$ cat config.mk
export PLATFORM = sky130hd
export DESIGN_NAME = first_fit_allocator
export DESIGN_NICKNAME = d
export VERILOG_FILES = /design/src/rtl/ffa_pkg.sv /design/src/rtl/ffa_seg_ram.sv /design/src/rtl/first_fit_allocator.sv
export SDC_FILE = /design/constraint.sdc
export NUM_CORES = 2
export LEC_CHECK = 0
export BUFFER_PORTS_ARGS = -buffer_cell sky130_fd_sc_hd__buf_2
export CORE_AREA = 3 3 363 365
export DETAILED_ROUTE_END_ITERATION = 10
export DIE_AREA = 0 0 366 368
export PLACE_DENSITY = 0.74
export RECOVER_POWER = 25
export SLEW_MARGIN = 10
export SYNTH_ARGS = -nofsm -noshare
export SYNTH_HDL_FRONTEND = slang
export SYNTH_SLANG_ARGS = --single-unit
$ cat constraint.sdc
create_clock -name aclk -period 7.7 [get_ports aclk]
set_clock_uncertainty 0.05 [all_clocks]
set_input_delay 0.77 -clock aclk [delete_from_list [all_inputs] [get_ports aclk]]
set_output_delay 0.77 -clock aclk [all_outputs]
set_load 0.03 [all_outputs]
$ cat src/rtl/ffa_pkg.sv
// Package for the first-fit allocator: operation and status codes, engine states.
// No dependencies.
package ffa_pkg;

    typedef enum logic {
        FUNC_ALLOC   = 1'b0,
        FUNC_RELEASE = 1'b1
    } func_t;

    typedef enum logic [1:0] {
        ST_OK        = 2'd0,
        ST_NO_FIT    = 2'd1,
        ST_NOT_FOUND = 2'd2
    } status_t;

    typedef enum logic [3:0] {
        S_IDLE,
        S_SCAN,
        S_SCAN_WAIT,
        S_SHIFT_UP,
        S_SHIFT_UP_WR,
        S_SPLIT_WR,
        S_REL_NEXT,
        S_REL_PREV,
        S_SHIFT_DN,
        S_SHIFT_DN_WR,
        S_DONE
    } state_t;

endpackage

$ cat src/rtl/ffa_seg_ram.sv
// Segment table memory: one write port, one registered read port.
// Depends on nothing; entry layout is decided by the top level.
module ffa_seg_ram #(
    parameter int DEPTH = 32,
    parameter int WIDTH = 40
) (
    input  logic                     aclk,
    input  logic                     we,
    input  logic [$clog2(DEPTH)-1:0] waddr,
    input  logic [WIDTH-1:0]         wdata,
    input  logic [$clog2(DEPTH)-1:0] raddr,
    output logic [WIDTH-1:0]         rdata
);
    logic [WIDTH-1:0] mem [DEPTH];

    always_ff @(posedge aclk) begin
        if (we) begin
            mem[waddr] <= wdata;
        end
        rdata <= mem[raddr];
    end
endmodule

$ cat src/rtl/first_fit_allocator.sv
// First-fit allocator with coalescing: one segment table memory, scanned and
// shifted by a sequencer. Depends on ffa_pkg and ffa_seg_ram.
// Sequence: after the input transfer, the entries are scanned in order, then entries
//   are moved on a split or merge.
// Throughput: one request at a time; the output register frees the sequencer, so a
//   stalled result holds back only the next result. Entry 0 reads as one free segment
//   until first written, so no clearing pass is needed; aresetn clears control state.
module first_fit_allocator #(
    parameter int MEMORY_BYTES = 16384,
    parameter int HEADER_BYTES = 16,
    parameter int MAX_SEGMENTS = 32
) (
    input  logic        aclk,
    input  logic        aresetn,
    input  logic        s_tvalid,
    output logic        s_tready,
    // [7:0] task_id, [21:8] request_length, [23:22] zero
    input  logic [23:0] s_tdata,
    // [0] func
    input  logic        s_tuser,
    output logic        m_tvalid,
    input  logic        m_tready,
    // [1:0] status, [15:2] data_offset, [29:16] granted_length, [31:30] zero
    output logic [31:0] m_tdata
);
    import ffa_pkg::*;

    localparam int AW  = $clog2(MAX_SEGMENTS);
    localparam int CW  = $clog2(MAX_SEGMENTS + 1);
    localparam int LW  = $clog2(MEMORY_BYTES + 1) + 1;
    localparam int EW  = 2 * LW + 1 + 8;
    localparam logic [LW-1:0] HDR = LW'(HEADER_BYTES);

    // Entry: {owner, free, length, start}
    typedef struct packed {
        logic [7:0]    owner;
        logic          free;
        logic [LW-1:0] length;
        logic [LW-1:0] start;
    } entry_t;

    state_t state_reg, state_next;
    logic [CW-1:0] count_reg, count_next;
    logic [CW-1:0] idx_reg, idx_next;   // scan / shift pointer
    logic [CW-1:0] hit_reg, hit_next;   // found entry
    logic          func_reg;
    logic [7:0]    task_reg;
    logic [LW-1:0] want_reg;
    entry_t        cur_reg, cur_next;    // found entry (being modified)
    entry_t        tmp_reg, tmp_next;    // new free entry of a split
    logic [1:0]    drop_reg, drop_next;  // entries removed by a merge
    logic          merged_reg, merged_next; // next neighbor merged
    logic          init_reg;             // entry 0 not yet written since reset
    logic [1:0]    st_reg, st_next;
    logic [13:0]   off_reg, off_next, len_reg, len_next;
    logic          m_valid_reg;
    logic [31:0]   m_data_reg;

    logic          we;
    logic [AW-1:0] waddr, raddr;
    entry_t        wdata, rword, rd;
    logic          rd_zero_reg;          // last read was entry 0

    ffa_seg_ram #(.DEPTH(MAX_SEGMENTS), .WIDTH(EW)) u_ram (
        .aclk(aclk), .we(we), .waddr(waddr), .wdata(wdata),
        .raddr(raddr), .rdata(rword)
    );

    // Entry 0 reads as its reset value until first written.
    always_comb begin
        rd = rword;
        if (init_reg && rd_zero_reg) begin
            rd.owner  = '0;
            rd.free   = 1'b1;
            rd.length = LW'(MEMORY_BYTES - HEADER_BYTES);
            rd.start  = '0;
        end
    end

    // Take a request only in idle; the result waits in its own register.
    logic accept;
    logic out_free;
    assign s_tready = (state_reg == S_IDLE);
    assign accept   = s_tvalid && s_tready;
    assign out_free = !m_valid_reg || m_tready;
    assign m_tvalid = m_valid_reg;
    assign m_tdata  = m_data_reg;

    logic fit;
    logic [LW-1:0] spare;
    always_comb begin
        spare = rd.length - want_reg;
        if (func_reg == FUNC_ALLOC) begin
            fit = rd.free && (rd.length >= want_reg);
        end else begin
            fit = !rd.free && (rd.owner == task_reg);
        end
    end

    // Release merge bookkeeping, valid while rd holds the previous entry.
    logic          rel_prev_free;
    logic [1:0]    rel_nrem;
    logic [CW-1:0] rel_first, rel_count;
    assign rel_prev_free = (hit_reg != '0) && rd.free;
    assign rel_nrem      = 2'(merged_reg) + 2'(rel_prev_free);
    assign rel_first     = rel_prev_free ? hit_reg : hit_reg + CW'(1);
    assign rel_count     = count_reg - CW'(rel_nrem);

    // Next state
    always_comb begin
        state_next = state_reg;
        case (state_reg)
            S_IDLE:      if (accept) state_next = S_SCAN;
            S_SCAN:      state_next = (idx_reg < count_reg) ? S_SCAN_WAIT : S_DONE;
            S_SCAN_WAIT: begin
                if (!fit) begin
                    state_next = S_SCAN;
                end else if (func_reg == FUNC_ALLOC) begin
                    if (spare >= HDR) begin
                        state_next = (count_reg >= CW'(MAX_SEGMENTS)) ? S_DONE
                                   : (count_reg > idx_reg + CW'(1)) ? S_SHIFT_UP
                                   : S_SPLIT_WR;
                    end else begin
                        state_next = S_DONE;
                    end
                end else begin
                    state_next = (idx_reg + CW'(1) < count_reg) ? S_REL_NEXT : S_REL_PREV;
                end
            end
            S_SHIFT_UP:    state_next = S_SHIFT_UP_WR;
            S_SHIFT_UP_WR: state_next = (idx_reg == hit_reg + CW'(2)) ? S_SPLIT_WR : S_SHIFT_UP;
            S_SPLIT_WR:    state_next = S_DONE;
            S_REL_NEXT:    state_next = S_REL_PREV;
            S_REL_PREV: begin
                state_next = (rel_nrem != 2'd0 && rel_first < rel_count) ? S_SHIFT_DN
                                                                          : S_DONE;
            end
            S_SHIFT_DN:    state_next = S_SHIFT_DN_WR;
            S_SHIFT_DN_WR: state_next = (idx_reg + CW'(1) < count_reg) ? S_SHIFT_DN : S_DONE;
            S_DONE:        state_next = out_free ? S_IDLE : S_DONE;
            default:       state_next = S_IDLE;
        endcase
    end

    // Datapath and memory control
    always_comb begin
        idx_next    = idx_reg;
        hit_next    = hit_reg;
        count_next  = count_reg;
        cur_next    = cur_reg;
        tmp_next    = tmp_reg;
        drop_next   = drop_reg;
        st_next     = st_reg;
        off_next    = off_reg;
        len_next    = len_reg;
        merged_next = merged_reg;
        we    = 1'b0;
        waddr = hit_reg[AW-1:0];
        wdata = cur_reg;
        raddr = idx_reg[AW-1:0];
        case (state_reg)
            S_IDLE: begin
                idx_next = '0;
                merged_next = 1'b0;
            end
            S_SCAN: begin
                raddr = idx_reg[AW-1:0];
                if (idx_reg >= count_reg) begin
                    st_next  = (func_reg == FUNC_ALLOC) ? ST_NO_FIT : ST_NOT_FOUND;
                    off_next = '0;
                    len_next = '0;
                end
            end
            S_SCAN_WAIT: begin
                hit_next = idx_reg;
                cur_next = rd;
                idx_next = idx_reg + CW'(1);
                if (fit && func_reg == FUNC_ALLOC) begin
                    st_next  = ST_OK;
                    off_next = 14'(rd.start + HDR);
                    len_next = 14'(rd.length);
                    cur_next.free  = 1'b0;
                    cur_next.owner = task_reg;
                    if (spare >= HDR) begin
                        if (count_reg >= CW'(MAX_SEGMENTS)) begin
                            st_next  = ST_NO_FIT;
                            off_next = '0;
                            len_next = '0;
                        end else begin
                            cur_next.length = want_reg;
                            len_next = 14'(want_reg);
                            tmp_next.start  = rd.start + HDR + want_reg;
                            tmp_next.length = spare - HDR;
                            tmp_next.free   = 1'b1;
                            tmp_next.owner  = '0;
                            idx_next = count_reg;  // top of the move-up
                        end
                    end
                    if (!(spare >= HDR)) begin
                        we = 1'b1;
                        waddr = idx_reg[AW-1:0];
                        wdata = cur_next;
                    end
                end else if (fit) begin
                    st_next  = ST_OK;
                    off_next = 14'(rd.start + HDR);
                    cur_next.free  = 1'b1;
                    cur_next.owner = '0;
                    // Fetch the next entry, or the previous one when there is no next.
                    raddr = (idx_reg + CW'(1) < count_reg) ? AW'(idx_reg + CW'(1))
                                                          : AW'(idx_reg - CW'(1));
                end
            end
            // Move entry idx-1 to idx, from the top down to hit+2.
            S_SHIFT_UP: raddr = AW'(idx_reg - CW'(1));
            S_SHIFT_UP_WR: begin
                we    = 1'b1;
                waddr = idx_reg[AW-1:0];
                wdata = rd;
                idx_next = idx_reg - CW'(1);
            end
            S_SPLIT_WR: begin
                // Write the new free entry; the granted entry goes in S_DONE.
                we    = 1'b1;
                waddr = AW'(hit_reg + CW'(1));
                wdata = tmp_reg;
                count_next = count_reg + CW'(1);
            end
            S_REL_NEXT: begin
                // rd holds entry hit+1
                if (rd.free) begin
                    cur_next.length = cur_reg.length + HDR + rd.length;
                    merged_next = 1'b1;
                end
                raddr = AW'(hit_reg - CW'(1));
            end
            S_REL_PREV: begin
                // rd holds entry hit-1; fold the freed entry into it when free.
                if (rel_prev_free) begin
                    cur_next = rd;
                    cur_next.length = rd.length + HDR + cur_reg.length;
                    hit_next = hit_reg - CW'(1);
                end
                we    = 1'b1;
                waddr = rel_prev_free ? AW'(hit_reg - CW'(1)) : hit_reg[AW-1:0];
                wdata = cur_next;
                len_next   = 14'(cur_next.length);
                count_next = rel_count;
                idx_next   = rel_first;  // first slot to refill
                drop_next  = rel_nrem;
            end
            // Move entry idx+drop to idx until the new count.
            S_SHIFT_DN: raddr = AW'(idx_reg + CW'(drop_reg));
            S_SHIFT_DN_WR: begin
                we    = 1'b1;
                waddr = idx_reg[AW-1:0];
                wdata = rd;
                idx_next = idx_reg + CW'(1);
            end
            S_DONE: begin
                if (func_reg == FUNC_ALLOC && st_reg == ST_OK) begin
                    we    = 1'b1;
                    waddr = hit_reg[AW-1:0];
                    wdata = cur_reg;
                end
            end
            default: ;
        endcase
    end

    always_ff @(posedge aclk) begin
        if (!aresetn) begin
            state_reg   <= S_IDLE;
            count_reg   <= CW'(1);
            init_reg    <= 1'b1;
            m_valid_reg <= 1'b0;
            m_data_reg  <= '0;
            rd_zero_reg <= 1'b0;
        end else begin
            state_reg <= state_next;
            count_reg <= count_next;
            rd_zero_reg <= (raddr == '0);
            if (we && waddr == '0) begin
                init_reg <= 1'b0;
            end
            // Load the result once the output register is free.
            if (state_reg == S_DONE && out_free) begin
                m_valid_reg <= 1'b1;
                m_data_reg  <= {2'b00, len_reg, off_reg, st_reg};
            end else if (m_tready) begin
                m_valid_reg <= 1'b0;
            end
        end
    end

    always_ff @(posedge aclk) begin
        idx_reg    <= idx_next;
        hit_reg    <= hit_next;
        cur_reg    <= cur_next;
        tmp_reg    <= tmp_next;
        drop_reg   <= drop_next;
        st_reg     <= st_next;
        off_reg    <= off_next;
        len_reg    <= len_next;
        merged_reg <= merged_next;
        if (accept) begin
            func_reg <= s_tuser;
            task_reg <= s_tdata[7:0];
            want_reg <= LW'(s_tdata[21:8]);
        end
    end
endmodule

Word-level counts from Yosys, hierarchy flattened
Memory sizes are Yosys's and may differ from the RTL's. A register that Yosys moved wholly into a read port is not among the register bits.
Index checks and enable logic that the tools add are counted.
{"block": "classes", "addsub": 17, "magnitude_cmp": 8, "n_eq_ne": 18, "muxes": 71, "bitwise_logic": 2, "n_reduce_logical": 35}
{"operator": "41-bit 2-to-1 mux", "count": 4}
{"operator": "41-bit case mux with 4 select lines", "count": 1}
{"operator": "14-bit 2-to-1 mux", "count": 8}
{"operator": "16-bit 2-to-1 mux", "count": 4}
{"operator": "16-bit by 5-bit adder with 16-bit output, second input constant", "count": 3}
{"operator": "16-bit case mux with 3 select lines", "count": 1}
{"operator": "4-bit case mux with 11 select lines", "count": 1}
{"operator": "14-bit case mux with 3 select lines", "count": 1}
{"operator": "5-bit case mux with 4 select lines", "count": 2}
{"operator": "16-bit adder", "count": 2}
{"operator": "16-bit case mux with 2 select lines", "count": 1}
{"operator": "5-bit 2-to-1 mux", "count": 6}
{"operator": "6-bit 2-to-1 mux", "count": 5}
{"operator": "6-bit case mux with 5 select lines", "count": 1}
{"operator": "4-bit 2-to-1 mux", "count": 7}
{"operator": "14-bit case mux with 2 select lines", "count": 1}
{"operator": "6-bit case mux with 2 select lines", "count": 2}
{"operator": "6-bit by 1-bit adder with 6-bit output, second input constant", "count": 3}
{"operator": "6-bit less-than comparator", "count": 3}
{"operator": "9-bit 2-to-1 mux", "count": 2}
{"operator": "9-bit case mux with 2 select lines", "count": 1}
{"operator": "16-bit by 14-bit adder with 16-bit output", "count": 1}
{"operator": "4-bit by 3-bit == test with 1-bit output, second input constant", "count": 4}
{"operator": "16-bit by 14-bit >= comparator with 1-bit output", "count": 1}
{"operator": "41 further kinds", "count": 86}
{"block": "word_totals", "reg_bits": 184, "ram_bits": 1312, "in_bits": 29, "wordCells": 174, "mem_count": 1}
{"name": "u_ram.mem", "words": 32, "word_bits": 41, "rd": 1, "rd_ports_with_merged_regs": 1, "wr": 1, "line_no": "ffa_seg_ram.sv:14", "text": "logic [WIDTH-1:0] mem [DEPTH];"}

Depth between registers and ports, before layout
{"block": "depth", "ltp_word": 10, "ltp_mapped": 25, "depth_no_buf": 19}

Cells and area by module
From an unflattened synthesis, not the netlist that was laid out.
{"block": "hier_totals", "hier_cells": 4676, "area_unflattened_um2": 66417.4}
{"module": "ffa_seg_ram", "n_inst": 1, "cells_per_inst": 2883, "area_each_um2": 51799.7, "seq_area_each_um2": 40218.6}
{"module": "first_fit_allocator", "n_inst": 1, "cells_per_inst": 1793, "area_each_um2": 14617.8, "seq_area_each_um2": 5094.9}

Worst setup path before layout
No wires, ideal clock.
{"block": "synth_path", "path_type": "register -> register", "from": "reg rd_zero_reg", "to": "mem u_ram.mem[3][0] (netlist name) (enable)", "setup_time_ns": 0.440, "arrival_time_ns": 6.708, "required_time_ns": 7.210, "slack_ns": 0.502, "path_stages_with_launch": 25, "path_buffers": 6, "period_less_slack_ns": 7.198, "path_cell_list": "dfxtp_1 -> buf_4 -> nand2_1 -> clkbuf_1 -> clkbuf_1 -> nand2_1 -> ha_1 -> nor2b_1 -> o311ai_1 -> nand2_1 -> maj3_1 -> o21bai_1 -> xnor2_1 -> ha_1 -> nand2_1 -> mux2i_1 -> or4b_1 -> nand4bb_1 -> buf_2 -> nor3_1 -> or4_1 -> buf_2 -> or3b_1 -> buf_2 -> nor2b_1"}
{"block": "synth_between", "elab_chain_len": 10, "word_cells_on_any_way": 21}
{"element": "from (decl)", "line_no": "first_fit_allocator.sv:62", "text": "logic rd_zero_reg;"}
{"element": "from (signal assigned)", "line_no": "first_fit_allocator.sv:282", "text": "rd_zero_reg <= (raddr == '0);"}
{"element": "1-bit logical AND *", "line_no": "first_fit_allocator.sv:72", "text": "if (init_reg && rd_zero_reg) begin"}
{"element": "41-bit 2-to-1 mux *", "line_no": "first_fit_allocator.sv:72"}
{"element": "branches (longest 8 deep; another with 16-bit by 14-bit subtractor with 16-bit output)"}
{"element": "to (decl)", "line_no": "ffa_seg_ram.sv:14"}
Every way passes the cells marked *.

Final worst setup path
{"block": "layout_path", "from": "reg state_reg[2]", "to": "reg u_ram.rdata[24], read port of u_ram.mem"}
{"block": "layout_between", "elab_chain_len": 2, "word_cells_on_any_way": 5}
{"element": "from (decl)", "line_no": "first_fit_allocator.sv:42", "text": "state_t state_reg, state_next;"}
{"element": "from (signal assigned)", "line_no": "first_fit_allocator.sv:280", "text": "state_reg <= state_next;"}
{"element": "4-bit == test, or another cell as far along", "line_no": "first_fit_allocator.sv:161", "text": "case (state_reg)"}
{"element": "5-bit case mux with 4 select lines *", "line_no": "first_fit_allocator.sv:161"}
{"element": "to (decl)", "line_no": "ffa_seg_ram.sv:12", "text": "output logic [WIDTH-1:0] rdata"}
Every way passes the cells marked *; elsewhere a longest branch is shown, timed or not.
A chain may end at the register's enable or synchronous reset.

==> results.md <==
- Synth unique cells: 96
- Post-CTS Setup Inserts: 0
- Non-Filler Instances: 7472
- Mapped Area: 0.0641 mm²
- Via density: 6.14
- Commonest cells after routing, fill and taps aside: nand2_1 (1496), edfxtp_1 (1385), nand3_1 (648)
- DRT iter0 DRCs: 6452
- Pins over their slew limit: 294
- Nets@finish: 5727
- WS Path Type: reg -> reg
- Global route hottest layer: met2
- Die height: 368 µm
- Status: finished with violations
- Worst-Skew Late Latency: 780 ps
- Worst hold slack: 113 ps
- Met1 Usage GRT: 36.7%
- Number of global-route vias before repair: 43300
- DR DRC count: 0
- Highest clock rate: 0.137 GHz
- CP delay by family, top: buffers and inverters
- Die X: 366 µm
- Post-Synth Adder-Cell Area: 1.84%
- RSZ-0062 raised after global routing: no
- Avg Inst Size Synth: 11.5 µm²
- Starting density of the core: 49.6%
- Setup_tns: 0 ps
- Grt ovf: 0
- Most common cell after layout, fill and taps aside: nand2_1
- DR vias: 45900
- Pwr Density: 392 mW/mm²
- CP Max Fanout: 49
- Clock buffer depth: 3
- Top Ports: 63
- WP buf/inv: 4
- Period minus WS final: 7310 ps
- CTS resizes: 0
- VDD IR max: 288 µV
- Antenna Nets Post-Route: 0
- Synth Register Bits: 1467
- Area growth syn-to-layout: 12.0%
- Critical Path Stages: 13
- DIE AREA: 0.135 mm²
- M2 GR Usage: 41.5%
- Synth warn: 0
- Num rows: 132
- Core area: 0.129 mm²
- Switching Share: 39.3%
- Fin util: 55.6%
- Final Hold Viols: 0
- Worst r2r src: state_reg[2]
- Total CTS buffers: 148
- Part of the cycle the worst path needs: 94.9%
- HPWL Detailed: 109000 µm
- DR WL/cell: 24.4 µm
- Top cell type's share of synthesized area: 64.9%
- Largest register FFs: 1248
- P_int: 17.1 mW
- Met3 usage: 5.14%
- Clk slew on worst S/H paths: 60 ps
- EDFF count, synth: 1385
- Hold depth: 1
- Hold Path End: task_reg[6]
- Worst hold-check path type: in -> reg
- GRT Total Usage: 26.5%
- Post-synthesis sequential area ratio: 67.4%
- Final setup violation count: 0
- Measured slew at the worst slew-check pin: 2570 ps
- Clock share of power: 24.7%
- Root buf cell: clkbuf_16
- FF-to-FF End: u_ram.rdata[24]
- Failing checks: max-capacitance violations, max-slew violations
- First-pass GRT wire length: 272000 µm
- Worst reg-to-reg path cell count: 13
- Post-synthesis xor/xnor area fraction: 1.31%
- Worst EP required: 8290 ps
- Largest family of logic cells by synthesized area: simple AND/OR/NAND/NOR gates
- Initial DRT Pass Iterations: 8
- CTS tree: built
- HP Start: s_tdata[6]
- Combinational power share: 38.9%
- Port Buf Inserts: 58
- Post-Synth Simple-Gate Area: 17.3%
- Slew headroom: -71.6%
- CP Cell Sequence: nor2b_1 -> nand2_1 -> clkbuf_1 -> nor2_1 -> a221oi_1 -> buf_8 -> buf_12 -> clkbuf_1 -> nand2_1 -> nand3_1 -> a21oi_1 -> o31ai_1 -> and3_1
- Mux contribution to synthesized area: 0.829%
- TritonCTS Sinks: 1467
- Placer Congestion: 0.913
- Largest net degree at the start of global routing: 151
- Synth Area in Compound Gates: 8.57%
- Worst EP arrival: 7900 ps
- Sequential power share: 36.4%
- Worst Setup End Kind: register
- Placed Instances: 7199
- Htree depth: 4
- Synth area leader: edfxtp_1
- Final WL: 182000 µm
- Initial antenna violation count: 5
- Leakage: 25.0 nW
- P_sw: 11.1 mW
- R2r setup slk: 390 ps
- Synth Flop Type: edfxtp_1
- Max incr delay on CP: 1770 ps
- Fraction of registers with async set/reset: 0%
- Ranking of synthesized cells by area: edfxtp_1 (65%), nand2_1 (8.8%), nand3_1 (5.1%), dfxtp_1 (2.6%), a21oi_1 (2.5%)
- CP Launch Type: register
- Slowest-stage cell, CP: a221oi_1
- Max-cap viol count: 10
- CTS Hold Buffers Added: 0
- Share of layout cells above drive strength 1: 8.12%
- Mapped Cells: 5581
-- power by group through the flow --
stage	clock network (mW)	logic (mW)	registers (mW)
after floorplan	0	7.21	10.1
after global placement	0	10.5	10.4
after detailed placement	0	10.7	10.4
after CTS	7.02	10.8	10.2
after global routing	7.35	11.9	10.2
final	6.96	11.0	10.2
-- Yosys cell counts (7+ instances only) --
master	count
a2111oi_0	8
a211oi_1	47
a21boi_0	7
a21o_1	10
a21oi_1	320
a221oi_1	30
a22oi_1	14
a311oi_1	11
a31oi_1	16
and2_1	9
and3_1	58
buf_1	37
buf_2	54
clkbuf_1	263
dfxtp_1	82
edfxtp_1	1385
ha_1	87
inv_1	76
mux2i_1	52
nand2_1	1499
nand2b_1	23
nand3_1	649
nand3b_1	8
nand4_1	10
nor2_1	210
nor2b_1	21
nor3_1	50
o211ai_1	67
o21a_1	9
o21ai_0	145
o221a_2	9
o221ai_1	14
o31ai_1	41
or3_1	17
xnor2_1	67
xor2_1	29
-- kinds of logic after synthesis --
logic type | count (synthesis)
compound gates | 849
xor+xnor | 96
fa+ha+maj | 92
buf+inv | 437
flops | 1467
mux | 53
other cells | 1
simple gates | 2586
-- per-layer routing --
metal / vias up / wire [µm]
li1: 20300 / -
met1: 22300 / 71000
met2: 2830 / 84000
met3: 482 / 20000
met4: 4 / 7420
met5: - / 25
-- layout make-up --
class / instances / area [µm²]
antenna: 2 / 5.00
clock buffer: 211 / 4170
clock inverter: 60 / 484
fill: 10400 / 57300
inverter: 77 / 289
multi-input combinational: 3678 / 19700
sequential: 1467 / 43200
tap: 1742 / 2180
timing repair buffer: 235 / 1820
-- worst max-delay path by stage --
stage                 start  slack [ps]               end
2_1_floorplan   rd_zero_reg         500   u_ram.mem[3][0]
3_3_place_gp       init_reg        1030  u_ram.mem[7][19]
5_1_grt        state_reg[3]         230  u_ram.mem[5][16]
6_report       state_reg[2]         390   u_ram.rdata[24]
3_5_place_dp       init_reg         960   u_ram.mem[7][0]
4_1_cts            init_reg         900  u_ram.mem[7][19]
-- stage by stage --
stage | setup slack, ps | power [mW] | instance area (µm²)
CTS | 901 | 28.0 | 72100
finish | 394 | 28.1 | 71800
global placement | 1030 | 20.9 | 67400
floorplan | 502 | 17.3 | 64100
global route | 230 | 29.5 | 71800
detailed placement | 964 | 21.1 | 67400
-- worst register-to-register path: stages, from the launching register on --
cell and delay [ps]:
dfxtp_1 800, nor2b_1 230, nand2_1 160, clkbuf_1 1660, nor2_1 260, a221oi_1 1770
buf_8 280, buf_12 270, clkbuf_1 770, nand2_1 150, nand3_1 120, a21oi_1 80
o31ai_1 190, and3_1 380
(Power assumes the default switching activity.)
